$ cat config.mk
export PLATFORM = sky130hd
export DESIGN_NAME = sample_dma_buffer_cache_flat
export DESIGN_NICKNAME = d
export VERILOG_FILES = /design/src/sdbc_pkg.sv /design/src/sdbc_if.sv /design/src/sdbc_entry_mem.sv /design/src/sdbc_free_queue.sv /design/src/sample_dma_buffer_cache.sv /design/src/flat_wrapper.sv
export SDC_FILE = /design/constraint.sdc
export NUM_CORES = 1
export LEC_CHECK = 0
export ABC_CLOCK_PERIOD_IN_PS = 12300
export BUFFER_PORTS_ARGS = -buffer_cell sky130_fd_sc_hd__buf_2
export CORE_UTILIZATION = 60
export DETAILED_ROUTE_END_ITERATION = 12
export HOLD_SLACK_MARGIN = 0.1
export PLACE_DENSITY = 0.83
export SLEW_MARGIN = 20
export SYNTH_ARGS = -nofsm -noshare
export SYNTH_HDL_FRONTEND = slang
export SYNTH_SLANG_ARGS = --single-unit
$ cat constraint.sdc
create_clock -name clk -period 12.3 [get_ports clk]
set_clock_uncertainty 0.15 [all_clocks]
set_input_delay 1.23 -clock clk [delete_from_list [all_inputs] [get_ports clk]]
set_output_delay 1.23 -clock clk [all_outputs]
set_load 0.02 [all_outputs]
$ cat src/sdbc_pkg.sv
`default_nettype none
package sdbc_pkg;

    typedef enum logic [2:0] {
        ST_INIT,
        ST_IDLE,
        ST_SCAN,
        ST_DECIDE,
        ST_ALLOC,
        ST_OUT
    } sdbc_state_t;

    // free queue command
    typedef struct packed {
        logic push;
        logic pop;
    } fq_cmd_t;

    localparam logic        REG_AGE_LIMIT    = 1'b0;
    localparam logic        REG_LOCAL_BASE   = 1'b1;
    localparam logic        FUNC_LOOKUP      = 1'b0;
    localparam logic        FUNC_TICK        = 1'b1;
    localparam logic [3:0]  AGE_LIMIT_RESET  = 4'd2;
    localparam logic [15:0] LOCAL_BASE_RESET = 16'hC000;
    localparam logic [31:0] ALIGN_MASK       = 32'h0000_0003;

endpackage
`default_nettype wire

$ cat src/sdbc_if.sv
`default_nettype none
interface sdbc_in_if;
    logic        valid;
    logic        ready;
    logic        func;
    logic [31:0] sample_addr;
    logic [8:0]  span_len;

    modport source (output valid, func, sample_addr, span_len, input ready);
    modport sink   (input valid, func, sample_addr, span_len, output ready);
endinterface

interface sdbc_out_if;
    logic        valid;
    logic        ready;
    logic        hit;
    logic [15:0] local_addr;
    logic        dma_go;
    logic [31:0] dma_src;
    logic        no_free;

    modport source (output valid, hit, local_addr, dma_go, dma_src, no_free, input ready);
    modport sink   (input valid, hit, local_addr, dma_go, dma_src, no_free, output ready);
endinterface
`default_nettype wire

$ cat src/sdbc_entry_mem.sv
`default_nettype none
module sdbc_entry_mem #(
    parameter int ENTRIES = 8
) (
    input  wire logic                       clk,
    input  wire logic                       rd_en,
    input  wire logic [$clog2(ENTRIES)-1:0] rd_idx,
    output logic [47:0]                     rd_data,
    input  wire logic                       wr_en,
    input  wire logic [$clog2(ENTRIES)-1:0] wr_idx,
    input  wire logic [47:0]                wr_data
);
    // {start[31:0], stamp[15:0]} per buffer
    logic [47:0] mem [ENTRIES];

    always_ff @(posedge clk)
    begin
        if (wr_en)
        begin
            mem[wr_idx] <= wr_data;
        end
        if (rd_en)
        begin
            rd_data <= mem[rd_idx];
        end
    end
endmodule
`default_nettype wire

$ cat src/sdbc_free_queue.sv
`default_nettype none
module sdbc_free_queue #(
    parameter int ENTRIES = 8
) (
    input  wire logic                         clk,
    input  wire logic                         rst_n,
    input  wire sdbc_pkg::fq_cmd_t            cmd,
    input  wire logic [$clog2(ENTRIES)-1:0]   push_idx,
    output logic [$clog2(ENTRIES)-1:0]        head_data,
    output logic [$clog2(ENTRIES+1)-1:0]      count,
    output logic                              init_done
);
    import sdbc_pkg::*;

    localparam int IDX_W = $clog2(ENTRIES);
    localparam int CNT_W = $clog2(ENTRIES + 1);

    logic [IDX_W-1:0] mem [ENTRIES];
    logic [IDX_W-1:0] head_reg;
    logic [CNT_W-1:0] count_reg;
    logic             init_reg;
    logic [IDX_W-1:0] init_idx_reg;
    logic [IDX_W:0]   tail_sum;
    logic [IDX_W-1:0] tail;

    assign tail_sum  = {1'b0, head_reg} + (IDX_W+1)'(count_reg);
    assign tail      = (tail_sum >= (IDX_W+1)'(ENTRIES)) ?
                       IDX_W'(tail_sum - (IDX_W+1)'(ENTRIES)) : tail_sum[IDX_W-1:0];
    assign count     = count_reg;
    assign init_done = !init_reg;

    always_ff @(posedge clk or negedge rst_n)
    begin
        if (!rst_n)
        begin
            head_reg     <= '0;
            count_reg    <= CNT_W'(ENTRIES);
            init_reg     <= 1'b1;
            init_idx_reg <= '0;
        end
        else if (init_reg)
        begin
            init_idx_reg <= init_idx_reg + 1'b1;
            if (init_idx_reg == IDX_W'(ENTRIES - 1))
            begin
                init_reg <= 1'b0;
            end
        end
        else if (cmd.pop)
        begin
            head_reg  <= (head_reg == IDX_W'(ENTRIES - 1)) ? '0 : head_reg + 1'b1;
            count_reg <= count_reg - 1'b1;
        end
        else if (cmd.push)
        begin
            count_reg <= count_reg + 1'b1;
        end
    end

    // clearing pass loads 0..ENTRIES-1; afterwards tail writes and head reads
    always_ff @(posedge clk)
    begin
        if (init_reg)
        begin
            mem[init_idx_reg] <= init_idx_reg;
        end
        else if (cmd.push)
        begin
            mem[tail] <= push_idx;
        end
        if (cmd.pop)
        begin
            head_data <= mem[head_reg];
        end
    end
endmodule
`default_nettype wire

$ cat src/sample_dma_buffer_cache.sv
// sample_dma_buffer_cache
// Cache of ENTRIES local buffers, BUF_WORDS words each, mirroring external
// sample memory. Items arrive on in_ch (func, sample_addr, span_len); every
// item yields exactly one transfer on out_ch (hit, local_addr, dma_go,
// dma_src, no_free). A lookup returns the covering buffer's local address,
// else allocates the free-queue head and asks for a DMA fill, else flags
// no_free; a frame tick bumps the frame counter and frees idle buffers.
// One item at a time: a new item is taken only after the last one's result
// has gone to the output register. The cost is the one-entry-per-cycle scan
// through the buffer-tag memory's single read port.
// Reset: all buffers free, frame 0, registers at defaults; then a clearing
// pass loads the free queue, during which in_ch.ready is low (APB writes
// still taken). If out_ch stalls, the result waits in the output register;
// the next item is still taken and worked on, but it holds in ST_OUT, with
// in_ch.ready low, until the register drains.
// APB: age_limit at 0x0, local_base at 0x4; pready is always high.
`default_nettype none
module sample_dma_buffer_cache #(
    parameter int ENTRIES   = 8,
    parameter int BUF_WORDS = 256
) (
    input  wire logic        clk,
    input  wire logic        rst_n,
    sdbc_in_if.sink          in_ch,
    sdbc_out_if.source       out_ch,
    input  wire logic        psel,
    input  wire logic        penable,
    input  wire logic        pwrite,
    input  wire logic [2:0]  paddr,
    input  wire logic [31:0] pwdata,
    output logic [31:0]      prdata,
    output logic             pready
);
    import sdbc_pkg::*;

    localparam int IDX_W = $clog2(ENTRIES);
    localparam int CNT_W = $clog2(ENTRIES + 1);

    sdbc_state_t      state_reg, state_next;

    // config
    logic [3:0]       age_limit_reg;
    logic [15:0]      local_base_reg;

    // cache state
    logic [ENTRIES-1:0] used_reg;
    logic [15:0]      frame_reg;

    // item under work
    logic             func_reg;
    logic [31:0]      addr_reg;
    logic [8:0]       len_reg;

    // scan
    logic [CNT_W-1:0] cnt_reg;
    logic             dv_reg;
    logic [IDX_W-1:0] didx_reg;
    logic             found_reg;
    logic [IDX_W-1:0] best_idx_reg;
    logic [31:0]      best_start_reg;

    // result
    logic             res_hit_reg, res_dma_reg, res_nofree_reg;
    logic [15:0]      res_local_reg;
    logic [31:0]      res_src_reg;

    logic             out_valid_reg;
    logic             out_hit_reg, out_dma_reg, out_nofree_reg;
    logic [15:0]      out_local_reg;
    logic [31:0]      out_src_reg;

    // memory and queue hookup
    logic             m_rd_en;
    logic [47:0]      m_rdata;
    logic             m_wr_en;
    logic [IDX_W-1:0] m_wr_idx;
    logic [47:0]      m_wr_data;
    fq_cmd_t          q_cmd;
    logic [IDX_W-1:0] q_head;
    logic [CNT_W-1:0] q_count;
    logic             q_ready;

    logic             in_xfer, out_xfer, cfg_wr, scan_issue;
    logic [31:0]      e_start;
    logic [15:0]      e_stamp;
    logic [15:0]      e_age;
    logic             e_covers, e_better, e_expire;
    logic [15:0]      hit_local, alloc_local;
    logic [31:0]      aligned_addr;

    sdbc_entry_mem #(.ENTRIES(ENTRIES)) u_mem (
        .clk     (clk),
        .rd_en   (m_rd_en),
        .rd_idx  (cnt_reg[IDX_W-1:0]),
        .rd_data (m_rdata),
        .wr_en   (m_wr_en),
        .wr_idx  (m_wr_idx),
        .wr_data (m_wr_data)
    );

    sdbc_free_queue #(.ENTRIES(ENTRIES)) u_fq (
        .clk       (clk),
        .rst_n     (rst_n),
        .cmd       (q_cmd),
        .push_idx  (didx_reg),
        .head_data (q_head),
        .count     (q_count),
        .init_done (q_ready)
    );

    // ---------------- APB ----------------
    assign pready = 1'b1;
    assign cfg_wr = psel && penable && pwrite;
    assign prdata = (paddr[2] == REG_LOCAL_BASE) ? {16'b0, local_base_reg}
                                                 : {28'b0, age_limit_reg};

    always_ff @(posedge clk or negedge rst_n)
    begin
        if (!rst_n)
        begin
            age_limit_reg  <= AGE_LIMIT_RESET;
            local_base_reg <= LOCAL_BASE_RESET;
        end
        else if (cfg_wr)
        begin
            if (paddr[2] == REG_AGE_LIMIT)
            begin
                age_limit_reg <= pwdata[3:0];
            end
            else
            begin
                local_base_reg <= pwdata[15:0];
            end
        end
    end

    // ---------------- handshakes ----------------
    assign in_ch.ready = (state_reg == ST_IDLE);
    assign in_xfer     = in_ch.valid && in_ch.ready;
    assign out_xfer    = out_valid_reg && out_ch.ready;

    assign out_ch.valid      = out_valid_reg;
    assign out_ch.hit        = out_hit_reg;
    assign out_ch.local_addr = out_local_reg;
    assign out_ch.dma_go     = out_dma_reg;
    assign out_ch.dma_src    = out_src_reg;
    assign out_ch.no_free    = out_nofree_reg;

    // ---------------- scan evaluation ----------------
    assign scan_issue = (state_reg == ST_SCAN) && (cnt_reg < CNT_W'(ENTRIES));
    assign m_rd_en    = scan_issue;
    assign e_start    = m_rdata[47:16];
    assign e_stamp    = m_rdata[15:0];
    assign e_age      = frame_reg - e_stamp;
    // coverage without wrap: 33-bit sums
    assign e_covers   = used_reg[didx_reg] && (e_start <= addr_reg) &&
                        (({1'b0, addr_reg} + 33'(len_reg)) <=
                         ({1'b0, e_start} + 33'(BUF_WORDS)));
    assign e_better   = !found_reg || (e_start < best_start_reg);
    assign e_expire   = used_reg[didx_reg] && (e_age > {12'b0, age_limit_reg});

    assign aligned_addr = addr_reg & ~ALIGN_MASK;
    assign hit_local    = local_base_reg + 16'(best_idx_reg * BUF_WORDS)
                        + 16'(addr_reg - best_start_reg);
    assign alloc_local  = local_base_reg + 16'(q_head * BUF_WORDS)
                        + 16'(addr_reg & ALIGN_MASK);

    // ---------------- control ----------------
    always_comb
    begin
        state_next = state_reg;
        q_cmd      = '0;
        m_wr_en    = 1'b0;
        m_wr_idx   = best_idx_reg;
        m_wr_data  = {best_start_reg, frame_reg};
        case (state_reg)
            ST_INIT:
            begin
                if (q_ready)
                begin
                    state_next = ST_IDLE;
                end
            end
            ST_IDLE:
            begin
                if (in_xfer)
                begin
                    state_next = ST_SCAN;
                end
            end
            ST_SCAN:
            begin
                // tick frees in ascending order as the scan walks up
                q_cmd.push = dv_reg && (func_reg == FUNC_TICK) && e_expire;
                if (!scan_issue && !dv_reg)
                begin
                    state_next = (func_reg == FUNC_TICK) ? ST_OUT : ST_DECIDE;
                end
            end
            ST_DECIDE:
            begin
                if (found_reg)
                begin
                    m_wr_en    = 1'b1;
                    state_next = ST_OUT;
                end
                else if (q_count == '0)
                begin
                    state_next = ST_OUT;
                end
                else
                begin
                    q_cmd.pop  = 1'b1;
                    state_next = ST_ALLOC;
                end
            end
            ST_ALLOC:
            begin
                m_wr_en    = 1'b1;
                m_wr_idx   = q_head;
                m_wr_data  = {aligned_addr, frame_reg};
                state_next = ST_OUT;
            end
            ST_OUT:
            begin
                if (!out_valid_reg || out_ch.ready)
                begin
                    state_next = ST_IDLE;
                end
            end
            default:
            begin
                state_next = ST_IDLE;
            end
        endcase
    end

    always_ff @(posedge clk or negedge rst_n)
    begin
        if (!rst_n)
        begin
            state_reg <= ST_INIT;
        end
        else
        begin
            state_reg <= state_next;
        end
    end

    // control state: scan bookkeeping, valid bits, frame, output valid
    always_ff @(posedge clk or negedge rst_n)
    begin
        if (!rst_n)
        begin
            used_reg      <= '0;
            frame_reg     <= '0;
            cnt_reg       <= '0;
            dv_reg        <= 1'b0;
            found_reg     <= 1'b0;
            out_valid_reg <= 1'b0;
        end
        else
        begin
            dv_reg <= scan_issue;
            if (in_xfer)
            begin
                cnt_reg   <= '0;
                found_reg <= 1'b0;
                if (in_ch.func == FUNC_TICK)
                begin
                    frame_reg <= frame_reg + 1'b1;
                end
            end
            if (scan_issue)
            begin
                cnt_reg <= cnt_reg + 1'b1;
            end
            if (state_reg == ST_SCAN && dv_reg)
            begin
                if (func_reg == FUNC_TICK)
                begin
                    if (e_expire)
                    begin
                        used_reg[didx_reg] <= 1'b0;
                    end
                end
                else if (e_covers && e_better)
                begin
                    found_reg <= 1'b1;
                end
            end
            if (state_reg == ST_ALLOC)
            begin
                used_reg[q_head] <= 1'b1;
            end
            if (state_reg == ST_OUT && (!out_valid_reg || out_ch.ready))
            begin
                out_valid_reg <= 1'b1;
            end
            else if (out_xfer)
            begin
                out_valid_reg <= 1'b0;
            end
        end
    end

    // payload
    always_ff @(posedge clk)
    begin
        if (in_xfer)
        begin
            func_reg       <= in_ch.func;
            addr_reg       <= in_ch.sample_addr;
            len_reg        <= in_ch.span_len;
            res_hit_reg    <= 1'b0;
            res_dma_reg    <= 1'b0;
            res_nofree_reg <= 1'b0;
            res_local_reg  <= '0;
            res_src_reg    <= '0;
        end
        if (scan_issue)
        begin
            didx_reg <= cnt_reg[IDX_W-1:0];
        end
        if (state_reg == ST_SCAN && dv_reg && func_reg == FUNC_LOOKUP &&
            e_covers && e_better)
        begin
            best_idx_reg   <= didx_reg;
            best_start_reg <= e_start;
        end
        if (state_reg == ST_DECIDE)
        begin
            if (found_reg)
            begin
                res_hit_reg   <= 1'b1;
                res_local_reg <= hit_local;
            end
            else if (q_count == '0)
            begin
                res_nofree_reg <= 1'b1;
            end
        end
        if (state_reg == ST_ALLOC)
        begin
            res_dma_reg   <= 1'b1;
            res_src_reg   <= aligned_addr;
            res_local_reg <= alloc_local;
        end
        if (state_reg == ST_OUT && (!out_valid_reg || out_ch.ready))
        begin
            out_hit_reg    <= res_hit_reg;
            out_local_reg  <= res_local_reg;
            out_dma_reg    <= res_dma_reg;
            out_src_reg    <= res_src_reg;
            out_nofree_reg <= res_nofree_reg;
        end
    end
endmodule
`default_nettype wire

$ cat src/flat_wrapper.sv
// flat-port wrapper written by rule: the top's interface ports become plain ports
module sample_dma_buffer_cache_flat import sdbc_pkg::*;
#(
    parameter int ENTRIES   = 8,
    parameter int BUF_WORDS = 256
)
  (clk, rst_n, psel, penable, pwrite, paddr, pwdata, prdata, pready, in_ch_valid, in_ch_func, in_ch_sample_addr, in_ch_span_len, in_ch_ready, out_ch_valid, out_ch_hit, out_ch_local_addr, out_ch_dma_go, out_ch_dma_src, out_ch_no_free, out_ch_ready);
  sdbc_in_if in_ch_i ();
  sdbc_out_if out_ch_i ();
  input  wire logic clk;
  input  wire logic rst_n;
  input  wire logic psel;
  input  wire logic penable;
  input  wire logic pwrite;
  input  wire logic [2:0] paddr;
  input  wire logic [31:0] pwdata;
  output logic [31:0] prdata;
  output logic pready;
  input wire logic [$bits(in_ch_i.valid)-1:0] in_ch_valid;
  input wire logic [$bits(in_ch_i.func)-1:0] in_ch_func;
  input wire logic [$bits(in_ch_i.sample_addr)-1:0] in_ch_sample_addr;
  input wire logic [$bits(in_ch_i.span_len)-1:0] in_ch_span_len;
  output wire logic [$bits(in_ch_i.ready)-1:0] in_ch_ready;
  output wire logic [$bits(out_ch_i.valid)-1:0] out_ch_valid;
  output wire logic [$bits(out_ch_i.hit)-1:0] out_ch_hit;
  output wire logic [$bits(out_ch_i.local_addr)-1:0] out_ch_local_addr;
  output wire logic [$bits(out_ch_i.dma_go)-1:0] out_ch_dma_go;
  output wire logic [$bits(out_ch_i.dma_src)-1:0] out_ch_dma_src;
  output wire logic [$bits(out_ch_i.no_free)-1:0] out_ch_no_free;
  input wire logic [$bits(out_ch_i.ready)-1:0] out_ch_ready;
  assign in_ch_i.valid = in_ch_valid;
  assign in_ch_i.func = in_ch_func;
  assign in_ch_i.sample_addr = in_ch_sample_addr;
  assign in_ch_i.span_len = in_ch_span_len;
  assign in_ch_ready = in_ch_i.ready;
  assign out_ch_valid = out_ch_i.valid;
  assign out_ch_hit = out_ch_i.hit;
  assign out_ch_local_addr = out_ch_i.local_addr;
  assign out_ch_dma_go = out_ch_i.dma_go;
  assign out_ch_dma_src = out_ch_i.dma_src;
  assign out_ch_no_free = out_ch_i.no_free;
  assign out_ch_i.ready = out_ch_ready;
  sample_dma_buffer_cache #(.ENTRIES(ENTRIES), .BUF_WORDS(BUF_WORDS)) u_core (.clk(clk), .rst_n(rst_n), .in_ch(in_ch_i), .out_ch(out_ch_i), .psel(psel), .penable(penable), .pwrite(pwrite), .paddr(paddr), .pwdata(pwdata), .prdata(prdata), .pready(pready));
endmodule
==> summary.md <==
| Metric | Value |
|---|---|
| Mux share of post-synthesis cell area | `approximately a tenth` |
| Synthesized cell area | `~33000 sq um` |
| CP peak stage delay | `0.71 ns` |
| Crit path max-delay family | `compound AO/OA/AOI/OAI gates` |
| CTS Root Cell | `clkbuf_16` |
| Class of the worst hold path | `reg -> reg` |
| Xor/xnor share of the synthesized area | `2.77%` |
| CTS buffer count | `71` |
| WP data required | `about 12 ns` |
| Synth top area cells | `edfxtp_1 57%, mux4_2 7.2%, ha_1 6.4%, dfrtp_1 4.6%, mux2_2 2.7%` |
| Ys async rst share | `9.26%` |
| CTS tree | `yes` |
| Fillcell total | `3380` |
| Post-Synth Adder-Cell Area | `7.79%` |
| Number of global-route vias before repair | `19900` |
| Min Tclk post-route | `5.73 ns` |
| Final RePlAce weighted congestion | `between 0.9 and 1` |
| Worst path cell trace | `ha_1 -> inv_1 -> fa_1 -> nor2b_1 -> o21ai_0 -> a21boi_0 -> o21a_1 -> o21ai_0 -> a211oi_1 -> nand4_1 -> xnor2_1 -> ha_1 -> nand4_1 -> nor2_1 -> and3_1 -> nand4_1 -> o211ai_1 -> a21oi_1 -> a21oi_1 -> nor3_2 -> buf_4` |
| Status | `complete, no violations` |
| Post-layout util | `67.5%` |
| Post-Synth Simple-Gate Area | `6.38%` |
| CP Class | `reg -> reg` |
| Antenna violations before repair | `0` |
| WHS Path Cells | `0` |
| Area Overhead vs Synth | `11.3%` |
| Critical path endpoint category | `flip-flop` |
| Die Span Y | `235 um` |
| Slew Limit Fails | `0` |
| Top flop regs | `u_core.u_mem.mem x384, u_core.u_mem.rd_data x48` |
| Gr usage total | `27.3%` |
| Area leader, netlist | `edfxtp_1` |
| Routed WL per cell | `24.2 um` |
| Compound-Gate Fraction of Synth Area | `6.54%` |
| Int Power | `4.92 mW` |
| Top-count cell post-synth | `edfxtp_1` |
| ANT nets after route | `0` |
| Sw frac | `between 30% and 40%` |
| Starting Density | `60.7%` |
| Diodes inserted | `0` |
| Pleak | `roughly 14 nW` |
| Max rail drop VDD | `0.108 mV` |
| Most common library cells after synthesis | `618 x edfxtp_1, 169 x inv_1, 166 x ha_1` |
| RSZ-0062 raised after global routing | `no` |
| Most common cell on crit path | `nand4_1` |
| Worst-Skew Late Latency | `0.61 ns` |
| Drt drc | `0` |
| Core box area | `53700 sq um` |
| Largest net degree at the start of global routing | `80` |
| Cell area after placement | `34000 sq um` |
| CTS Buffer Depth | `3` |
| Post-CTS Setup Bufs | `0` |
| Max-slew headroom | `32.2%` |
| Total clock sinks | `~700` |
| Slew @ Worst Pin | `just under 1 ns` |
| F_max | `roughly 170 MHz` |
| Largest family of logic cells by synthesized area | `multiplexers` |
| WP data arrival | `5.91 ns` |
| GR Overflow Total | `0` |
| Fin nets | `2587` |
| Setup TNS | `0 ns` |
| Top reg by flops | `u_core.u_mem.mem` |
| Total power divided by cell area | `196 nW/um^2` |
| Synth warn | `0` |
| Pre-antenna DRT Iters | `5` |
| Logic gate share of total power | `25.6%` |
| Clk pwr share | `between 20% and 30%` |
| Final setup violation count | `0` |
| CP max stage cell | `a211oi_1` |
| Register-to-Register Path Depth | `21` |
| Final Hold Viols | `0` |
| Post-synthesis sequential area ratio | `63.1%` |
| Clock transition at path regs | `roughly 0.06 ns` |
| Layout cell share with drive strength beyond 1 | `20.0%` |
| DP HPWL | `46600 um` |
| Largest register FFs | `around 380` |
| # IOs | `170` |
| Cts hold-fix bufs | `0` |
| Cell row count | `85` |
| Final WL | `74200 um` |
| Cell count after synthesis | `2153` |
| WP buf/inv | `2` |
| Final Cell Area | `36200 sq um` |
| DR iter-0 viols | `1807` |
| Number of synthesized flops with an enable pin | `between 600 and 700` |
| Synth Register Bits | `around 700` |
| Die width | `235 um` |
| Via density | `6.33` |
| P_sw | `2.18 mW` |
| H-tree levels | `3` |
| Mean Syn Cell Area | `15.1 sq um` |
| First-pass GRT wire length | `~110000 um` |
| Startpoint class of the critical path | `flip-flop` |
| Prevailing post-synth register cell | `edfxtp_1` |
| Max FO, Critical Path | `19` |
| Yosys cell types | `84` |
| Number of gates resized after cts | `0` |
| Port Buffers | `132` |
| Max Cap Violations | `0` |
| Post-synth top area share | `57.0%` |
| Vias | `19400` |
| Crit. path cell count | `21` |
| Tcrit/Tclk final | `46.6%` |
| Total die area | `between 50000 and 60000 sq um` |
| Seq pwr share | `44.8%` |
-- cell usage in the layout, fill, tap and decap left out, types with 22 or more instances in the layout --
cell type and instances:
edfxtp_1 618, inv_1 169, ha_1 166, buf_2 132, mux4_2 104, nor2_1 98, mux2_2 78, nand2_1 75
clkbuf_16 71, xnor2_1 69, a21oi_1 66, a21o_1 65, dfrtp_1 57, nand3_1 46, o21ai_0 45, xor2_1 34
nand4_1 32, nor3_1 31, fa_1 23, buf_4 22
-- per-stage QoR --
stage	instances	worst slack, ns	hold WS [ns]	total power, mW
after floorplan	2170	5.60	0.250	4.47
after global placement	2937	6.73	0.252	4.92
after detailed placement	2937	6.68	0.255	5.00
after CTS	3063	6.58	0.262	7.11
after global routing	3063	6.14	0.261	7.41
final	3063	6.57	0.258	7.09
-- per-layer routing --
layer	global-route usage (%)	vias to the layer above	part of all wire [%]
met5	0	-	0
met1	34.5	9843	38
li1	-	8517	-
met3	4.71	175	7.0
met4	11.0	0	3.5
met2	46.8	856	51
-- power groups by stage --
stage	Sequential, mW	Combinational, mW	Clock [mW]
3_3_place_gp	3.20	1.71	0
6_report	3.18	1.82	2.09
2_1_floorplan	3.15	1.33	0
4_1_cts	3.17	1.82	2.12
5_1_grt	3.20	2.00	2.21
3_5_place_dp	3.22	1.79	0
-- cells by family (layout without fill, tap and decap cells) --
group                      Yosys count  in the layout
AOI/OAI and AO/OA                  307            307
muxes                              188            188
DFF                                702            702
buffers and inverters              254            451
and+or+nand+nor                    408            408
other                                2             19
xor gates and xnor gates           103            103
adders and majority gates          189            189
-- layout make-up --
cell class              instances  area, sq um  share of cell area [%]
well taps                     696          871                    2.40
repair buffers                155          837                    2.31
inverters                     170          638                    1.76
clock buffers                  89         1870                    5.17
multi-input cells            1214        11100                    30.6
clock inverters                37          345                   0.953
flip-flops and latches        702        20600                    56.8
-- path summary, 6_finish.rpt --
path	startpoint	to	slack (ns)
max	u_core.addr_reg[0]$_DFFE_PP_	u_core.best_start_reg[17]$_DFFE_PP_	6.57
min in group asynchronous	rst_n	u_core.local_base_reg[0]$_DFFE_PN0P_	0.69
min reg2reg	u_core.res_src_reg[18]$_SDFFCE_PN0P_	u_core.out_ch.dma_src[18]$_DFFE_PP_	0.26
max reg2reg	u_core.addr_reg[0]$_DFFE_PP_	u_core.best_start_reg[17]$_DFFE_PP_	6.57
min	u_core.res_src_reg[18]$_SDFFCE_PN0P_	u_core.out_ch.dma_src[18]$_DFFE_PP_	0.26
max in group asynchronous	rst_n	u_core.cnt_reg[0]$_DFFE_PN0P_	10.60
No activity file was read; power rests on OpenSTA's default activity.
